`src/hcgr_pkg.sv`:
```
// Shared types and constants for the half-cell glyph renderer.
// No dependencies.
`timescale 1ns / 1ps
package hcgr_pkg;

  localparam logic [1:0] ACT_LOAD = 2'd0;
  localparam logic [1:0] ACT_PUT  = 2'd1;
  localparam logic [1:0] ACT_PAIR = 2'd2;

  localparam logic TGT_BITMAP = 1'b0;
  localparam logic TGT_COLOR  = 1'b1;

  localparam logic [12:0] BITMAP_BYTES  = 13'd8000;
  localparam logic [12:0] CELLS_PER_ROW = 13'd40;
  localparam logic [12:0] BYTES_PER_ROW = 13'd320;
  localparam logic [7:0]  FIRST_CODE    = 8'd32;
  localparam logic [7:0]  SPACE_CODE    = 8'd32;
  localparam logic [7:0]  MASK_HI       = 8'hF0;
  localparam logic [7:0]  MASK_LO       = 8'h0F;

  typedef enum logic [5:0] {
    ST_CLEAR = 6'b000001,
    ST_IDLE  = 6'b000010,
    ST_COLOR = 6'b000100,
    ST_RD_A  = 6'b001000,
    ST_RD_B  = 6'b010000,
    ST_WR    = 6'b100000
  } state_t;

  typedef struct packed {
    logic clr;
    logic take;
    logic emit_color;
    logic rd_a;
    logic rd_b;
    logic emit_line;
  } cmd_t;

  typedef struct packed {
    logic clr_done;
    logic draw_ok;
    logic is_pair;
    logic out_free;
    logic line_last;
  } status_t;

endpackage

```
`src/hcgr_ctrl.sv`:
```
// Sequencer for the renderer: clear pass, accept, color write, per-line reads and writes.
// Depends on hcgr_pkg.
`timescale 1ns / 1ps
module hcgr_ctrl
  import hcgr_pkg::*;
(
  input  logic    clk,
  input  logic    rst_n,
  input  logic    in_valid,
  output logic    in_stall,
  input  status_t st,
  output cmd_t    cmd
);

  state_t state_r, state_nxt;

  always_ff @(posedge clk) begin
    if (!rst_n) begin
      state_r <= ST_CLEAR;
    end else begin
      state_r <= state_nxt;
    end
  end

  always_comb begin
    state_nxt = state_r;
    cmd       = '0;
    in_stall  = 1'b1;
    case (state_r)
      ST_CLEAR: begin
        cmd.clr = 1'b1;
        if (st.clr_done) state_nxt = ST_IDLE;
      end
      ST_IDLE: begin
        in_stall = 1'b0;
        cmd.take = in_valid;
        if (in_valid && st.draw_ok) state_nxt = ST_COLOR;
      end
      ST_COLOR: begin
        if (st.out_free) begin
          cmd.emit_color = 1'b1;
          state_nxt      = ST_RD_A;
        end
      end
      ST_RD_A: begin
        cmd.rd_a  = 1'b1;
        state_nxt = st.is_pair ? ST_RD_B : ST_WR;
      end
      ST_RD_B: begin
        cmd.rd_b  = 1'b1;
        state_nxt = ST_WR;
      end
      ST_WR: begin
        if (st.out_free) begin
          cmd.emit_line = 1'b1;
          state_nxt     = st.line_last ? ST_IDLE : ST_RD_A;
        end
      end
      default: begin
        state_nxt = ST_CLEAR;
      end
    endcase
  end

endmodule

```
`config.mk`:
```
export PLATFORM = sky130hd
export DESIGN_NAME = hcgr_ctrl
export DESIGN_NICKNAME = d
export VERILOG_FILES = /design/src/hcgr_pkg.sv /design/src/hcgr_ctrl.sv
export SDC_FILE = /design/constraint.sdc
export NUM_CORES = 1
export LEC_CHECK = 0
export BUFFER_PORTS_ARGS = -buffer_cell sky130_fd_sc_hd__buf_2
export CORE_AREA = 2 2 39 41
export CTS_BUF_LIST = sky130_fd_sc_hd__clkbuf_4 sky130_fd_sc_hd__clkbuf_8 sky130_fd_sc_hd__clkbuf_16
export DETAILED_ROUTE_END_ITERATION = 8
export DIE_AREA = 0 0 41 43
export SETUP_SLACK_MARGIN = 0.1
export SYNTH_ARGS = -nofsm -noshare
export SYNTH_HDL_FRONTEND = slang
export SYNTH_SLANG_ARGS = --single-unit
```
`constraint.sdc`:
```
create_clock -name clk -period 1.75 [get_ports clk]
set_input_delay 0.2625 -clock clk [delete_from_list [all_inputs] [get_ports clk]]
set_output_delay 0.2625 -clock clk [all_outputs]
set_load 0.01 [all_outputs]
```
==> results of run 1 <==
==> path summary, 6_finish.rpt <==
| path | start | to | slack (ns) | depth (start not counted) |
|---|---|---|---|---|
| worst max-delay path | state_r[3] | cmd[0] | -0.07 | 4 |
| worst min-delay path | st[2] | state_r[4] | 0.28 | 2 |
| worst min register to register | state_r[5] | state_r[5] | 0.48 | 2 |
| worst max register to register | state_r[0] | state_r[0] | 0.10 | 9 |
==> layout make-up <==
cell class	count	area share (%)
Multi-Input combinational cell	41	48.6
Timing Repair Buffer	30	27.9
Sequential cell	6	17.0
Clock buffer	3	2.94
Tap cell	16	2.61
Inverter	2	0.979
==> cell usage in the layout, fill, tap and decap left out, types with 2 or more instances in the layout <==
cell and instances:
buf_4 13, buf_2 12, buf_6 5, nand2_1 4, and3_1 4, clkbuf_4 3
or4_4 2, nor3_4 2, nor2_4 2, and2_4 2, nor3_1 2, o21ai_1 2
inv_1 2, o21ai_0 2, dfxtp_4 2, dfxtp_2 2, dfxtp_1 2
==> layer usage <==
layer  up-vias  share of wire [%]  GRT usage, %
li1        257                  -             -
met1       247                 44          21.0
met2         6                 54          25.0
met3         0                2.3          1.57
met4         0                  0          8.00
met5         -                  0             0
==> power by group through the flow <==
stage                     Clock, µW  Combinational [µW]  Sequential, µW
after detailed placement          0                 212             177
final                           130                 351             176
after global routing            141                 375             180
after global placement            0                 210             176
after CTS                       136                 301             175
after floorplan                   0                 147             169
==> synth_stat cells (2+ instances only) <==
cell type | number | share of area, %
dfxtp_1 | 6 | 25
and3_1 | 4 | 5.2
nand2_1 | 4 | 3.1
nor2_1 | 3 | 2.3
nor3_2 | 3 | 6.2
o21ai_0 | 3 | 3.1
and2_2 | 2 | 3.1
buf_6 | 2 | 4.7
inv_1 | 2 | 1.6
nor3_1 | 2 | 2.1
nor4b_2 | 2 | 6.2
==> critical path, cell delays in order, from the launching register on <==
cell     delay, ns
dfxtp_1       0.30
or4_4         0.55
nor3b_4       0.20
and2_4        0.16
buf_6         0.09
==> through the flow <==
stage / power (µW) / TNS, ns / hold WS (ns) / std cells / cell area, µm²
floorplan: 316 / 0 / 0.357 / 53 / 482
finish: 657 / -0.133 / 0.278 / 98 / 767
detailed placement: 389 / 0 / 0.473 / 87 / 597
CTS: 612 / -0.145 / 0.268 / 95 / 716
global placement: 386 / 0 / 0.482 / 87 / 597
global route: 696 / -0.352 / 0.286 / 98 / 767
==> timing repair <==
| item | in CTS | in global routing |
|---|---|---|
| endpoints found under the setup margin | 6 | 9 |
| pin swaps | 6 | 5 |
| resized for setup | 16 | 8 |
| buffers inserted | 5 | 3 |
==> logic make-up (layout without fill, tap and decap cells) <==
kind of cell	Yosys count	count (layout)	synth area share (%)
muxes	1	1	2.08
xor gates and xnor gates	2	2	3.64
buffers and inverters	6	35	8.83
and+or+nand+nor	29	29	47.8
AOI/OAI and AO/OA	9	9	12.7
DFF	6	6	24.9
==> metrics.txt, run 1 <==
Sw Ratio=33.9%; H-tree depth=1; final net count=92; endpoints failing setup=3; drt wl/cell=13.5 µm; register area=130 µm²; Max Cap Viol=0; Reg with most FFs=state_r; Ports=15; CTS root buffer=clkbuf_4; #FFs+latches synth=6; fin crit period=1.82 ns; ys flop type=dfxtp_1; first-pass GRT wire length=1.95 mm; type of origin of the critical path=flop; combinational cell fraction of total power=53.4%; largest net degree at the start of global routing=10; sequential cell fraction of total power=26.9%; Largest regs=state_r: 6 flops; fin crit share=104%; FMAX=549 MHz; Largest register FFs=6; async set-reset flop share out of synthesis=0%; synth unique cells=31; Slew HR=80.3%; CP arrival=1.56 ns; DR vias=510; DRC viols=0; FILL cells=127; Syn Nets=61; cts bufs inserted=3; fin util=55.4%; Hold-fix buffers, CTS=0; worst slack at placement=0.0731 ns; Final Hold Violating Endpoints=0; Die X-Extent=41 µm; Routed WL=1.33 mm; Multi-input gate area=373 µm²; clock share of power=19.8%; Placer Congestion=0.776; ANT nets after route=0; routed vias/inst=5.20; YS warnings=0; Starting DRT DRC Count=6; Slew Viols, Final=0; WS Path Type=flop to output pin; CTS tree=built; clk_skew=0.00556 ns; CP Data Required Time=1.49 ns; Least-Margin Pin Slew=0.294 ns; net switching power figure=222 µW; Initial Utilization=34.8%; gr usage total=16.1%; Antenna Cells=0; pwr dens=856 mW/mm²; number of detailed-route iterations in the first pass=3; Die H=43 µm; Pint=434 µW; core footprint=0.00138 mm²; area delta synth->final=59.2%; Skew-Pair Late Insertion Delay=0.25 ns; vias in the first global route=466; VDD IR max=0.000445 V; RSZ-0062 raised after global routing=yes; register area share after synthesis=24.9%; EDFF count, synth=0; Setup WS post-layout=-0.0702 ns; failing checks=negative setup slack; Mapped Area=482 µm²; crit end category=output pin; Syn Area/Cell=9.09 µm²; initial antenna violation count=0; die area=0.00176 mm²; Clk pin slew, worst setup/hold paths=0.05 ns; leak pwr=0.000342 µW; CP max FO=2; CTS Sinks=6; Gate Count Post-Synth=53; CTS Buffer Depth=2; status=finished with violations; port buffer count=14; gr ovfl total=0; HP Class=primary input to flop; post-DP HPWL=849 µm; Core Rows=14; share of cells above drive strength 1=64.6%
No activity file was read; power rests on OpenSTA's default activity.
==> run 2: changes to the inputs <==
--- a/config.mk
+++ b/config.mk
@@ -6,11 +6,12 @@
 export NUM_CORES = 1
 export LEC_CHECK = 0
 export BUFFER_PORTS_ARGS = -buffer_cell sky130_fd_sc_hd__buf_2
-export CORE_AREA = 2 2 39 41
+export CORE_MARGIN = 2
+export CORE_UTILIZATION = 33
 export CTS_BUF_LIST = sky130_fd_sc_hd__clkbuf_4 sky130_fd_sc_hd__clkbuf_8 sky130_fd_sc_hd__clkbuf_16
 export DETAILED_ROUTE_END_ITERATION = 8
-export DIE_AREA = 0 0 41 43
 export SETUP_SLACK_MARGIN = 0.1
+export SLEW_MARGIN = 20
 export SYNTH_ARGS = -nofsm -noshare
 export SYNTH_HDL_FRONTEND = slang
 export SYNTH_SLANG_ARGS = --single-unit
==> run 2 against run 1 <==
The run still ends with negative setup slack left. Power down 8.3%. Final cell count down 1.0%. Via count down 0.39%. Count of clock-buffer cells in the layout unchanged. Clock skew down 0.0010 ns. Sequential power about the same. Clock power down 3%. Sequential share of layout area down 0.085 points. Combinational power down 15%. Sequential cell count unchanged. Critical path type unchanged. Largest cell class unchanged. Highest routed layer unchanged.
==> metrics.txt, run 2 (synthesized netlist as in run 1, its figures left out) <==
Placer Congestion=0.752 (-3.1%); CP Data Required Time=1.49 ns (about the same); H-tree depth=1 (unchanged); Final Hold Violating Endpoints=0 (unchanged); routed vias/inst=5.24 (+0.63%); post-DP HPWL=870 µm (+2.5%); CTS Buffer Depth=2 (unchanged); Die X-Extent=42.2 µm (+2.9%); CP arrival=1.57 ns (about the same); crit end category=output pin; clk_skew=0.00455 ns (-0.00101 ns); Starting DRT DRC Count=10 (+4); DR vias=508 (-0.39%); Reg with most FFs=state_r; Max Cap Viol=0 (unchanged); CP max FO=2 (unchanged); Skew-Pair Late Insertion Delay=0.24 ns (about the same); first-pass GRT wire length=2.10 mm (+7.4%); Ports=15 (unchanged); drt wl/cell=13.1 µm (-2.8%); RSZ-0062 raised after global routing=yes; CTS root buffer=clkbuf_4; HP Class=primary input to flop; setup TNS=-0.235 ns (-0.102 ns); gr usage total=15.2% (-0.93 points); sequential cell fraction of total power=29.3% (+2.4 points); Sw Ratio=34.4% (+0.55 points); gr ovfl total=0 (unchanged); FILL cells=125 (-1.6%); fin crit period=1.84 ns (+0.0169 ns); Die H=42.2 µm (-1.8%); Clk pin slew, worst setup/hold paths=0.05 ns (about the same); failing checks=negative setup slack; Initial Utilization=36.1% (+1.3 points); VDD IR max=0.000504 V (+13%); worst slack at placement=0.137 ns (+0.0640 ns); Hold-fix buffers, CTS=0 (unchanged); most frequent cells in the layout=buf_2, buf_4, buf_6; Largest register FFs=6 (unchanged); FMAX=544 MHz (-0.92%); Least-Margin Pin Slew=0.379 ns (+0.0850 ns); pwr dens=774 mW/mm² (-9.6%); die area=0.00178 mm² (+1.0%); final net count=92 (unchanged); WS Path Type=flop to output pin; combinational cell fraction of total power=49.7% (-3.7 points); clock share of power=21.0% (+1.2 points); number of detailed-route iterations in the first pass=2 (-1); Routed WL=1.28 mm (-3.8%); area delta synth->final=61.6%; Largest regs=state_r: 6 flops; port buffer count=14 (unchanged); Antenna Cells=0 (unchanged); vias in the first global route=523 (+12%); initial antenna violation count=0 (unchanged); share of cells above drive strength 1=65.9% (+1.2 points); largest net degree at the start of global routing=10 (unchanged); CTS Sinks=6 (unchanged); type of origin of the critical path=flop; net switching power figure=207 µW (-6.8%); Setup WS post-layout=-0.0871 ns (-0.0169 ns); endpoints failing setup=5 (+2); Slew HR=74.6% (-5.7 points); cts bufs inserted=3 (unchanged); most common cell after layout, fill and taps aside=buf_2; core footprint=0.00133 mm² (-3.6%); CTS tree=built; Slew Viols, Final=0 (unchanged); Core Rows=13 (-1); fin crit share=105% (+0.97 points); Pint=395 µW (-9.1%); leak pwr=0.000349 µW (+2.0%); DRC viols=0 (unchanged); ANT nets after route=0 (unchanged); status=finished with violations
## run 2: worst max-delay path: stages, from the launching register on
cell and delay (ns):
dfxtp_2 0.31, or4_4 0.55, nor3b_4 0.21, and2_4 0.17, buf_6 0.09
## run 2: cell type report
| cell class | instances | area, µm² | area share (%) |
|---|---|---|---|
| multi-input cells | 41 | 377 | 48.4 |
| repair buffers | 30 | 221 | 28.5 |
| flip-flops and latches | 6 | 131 | 16.9 |
| clock buffers | 3 | 22.5 | 2.89 |
| well taps | 15 | 18.8 | 2.41 |
| inverters | 2 | 7.51 | 0.965 |
## run 2: final timing paths
kind         startpoint         end  slack [ns]  cells after the start
max          state_r[4]      cmd[0]       -0.09                      4
min               st[2]  state_r[4]        0.29                      2
max reg2reg  state_r[0]  state_r[1]        0.11                      6
min reg2reg  state_r[5]  state_r[5]        0.50                      2
## run 2: what timing repair did
| item | CTS | global route |
|---|---|---|
| pin swaps | 9 | 9 |
| endpoints found under the setup margin | 6 | 10 |
| resized for setup | 16 | 11 |
| buffers inserted | 9 | 3 |
## run 2: power by group through the flow
| stage | Clock (µW) | Combinational, µW | Sequential [µW] |
|---|---|---|---|
| 2_1_floorplan | 0 | 147 | 169 |
| 3_3_place_gp | 0 | 206 | 172 |
| 3_5_place_dp | 0 | 208 | 172 |
| 4_1_cts | 132 | 245 | 173 |
| 5_1_grt | 137 | 324 | 181 |
| 6_report | 126 | 300 | 176 |
## run 2: metal layers
| metal | part of all wire, % | vias to the layer above | routed length [µm] | track usage, % |
|---|---|---|---|---|
| met2 | 50 | 14 | 639 | 26.8 |
| met1 | 44 | 239 | 563 | 18.1 |
| li1 | - | 255 | - | - |
| met5 | 0 | - | 0 | 0 |
| met3 | 5.6 | 0 | 72 | 6.47 |
| met4 | 0 | 0 | 0 | 0 |
## run 2: through the flow
| stage | cells | area [µm²] | total power (µW) | hold slack (ns) | utilization, % |
|---|---|---|---|---|---|
| floorplan | 53 | 482 | 316 | 0.357 | - |
| global placement | 83 | 573 | 378 | 0.494 | 43.0 |
| detailed placement | 83 | 573 | 379 | 0.505 | 43.0 |
| CTS | 95 | 724 | 550 | 0.288 | 54.3 |
| global route | 97 | 778 | 642 | 0.289 | 58.3 |
| finish | 97 | 778 | 602 | 0.294 | 58.3 |
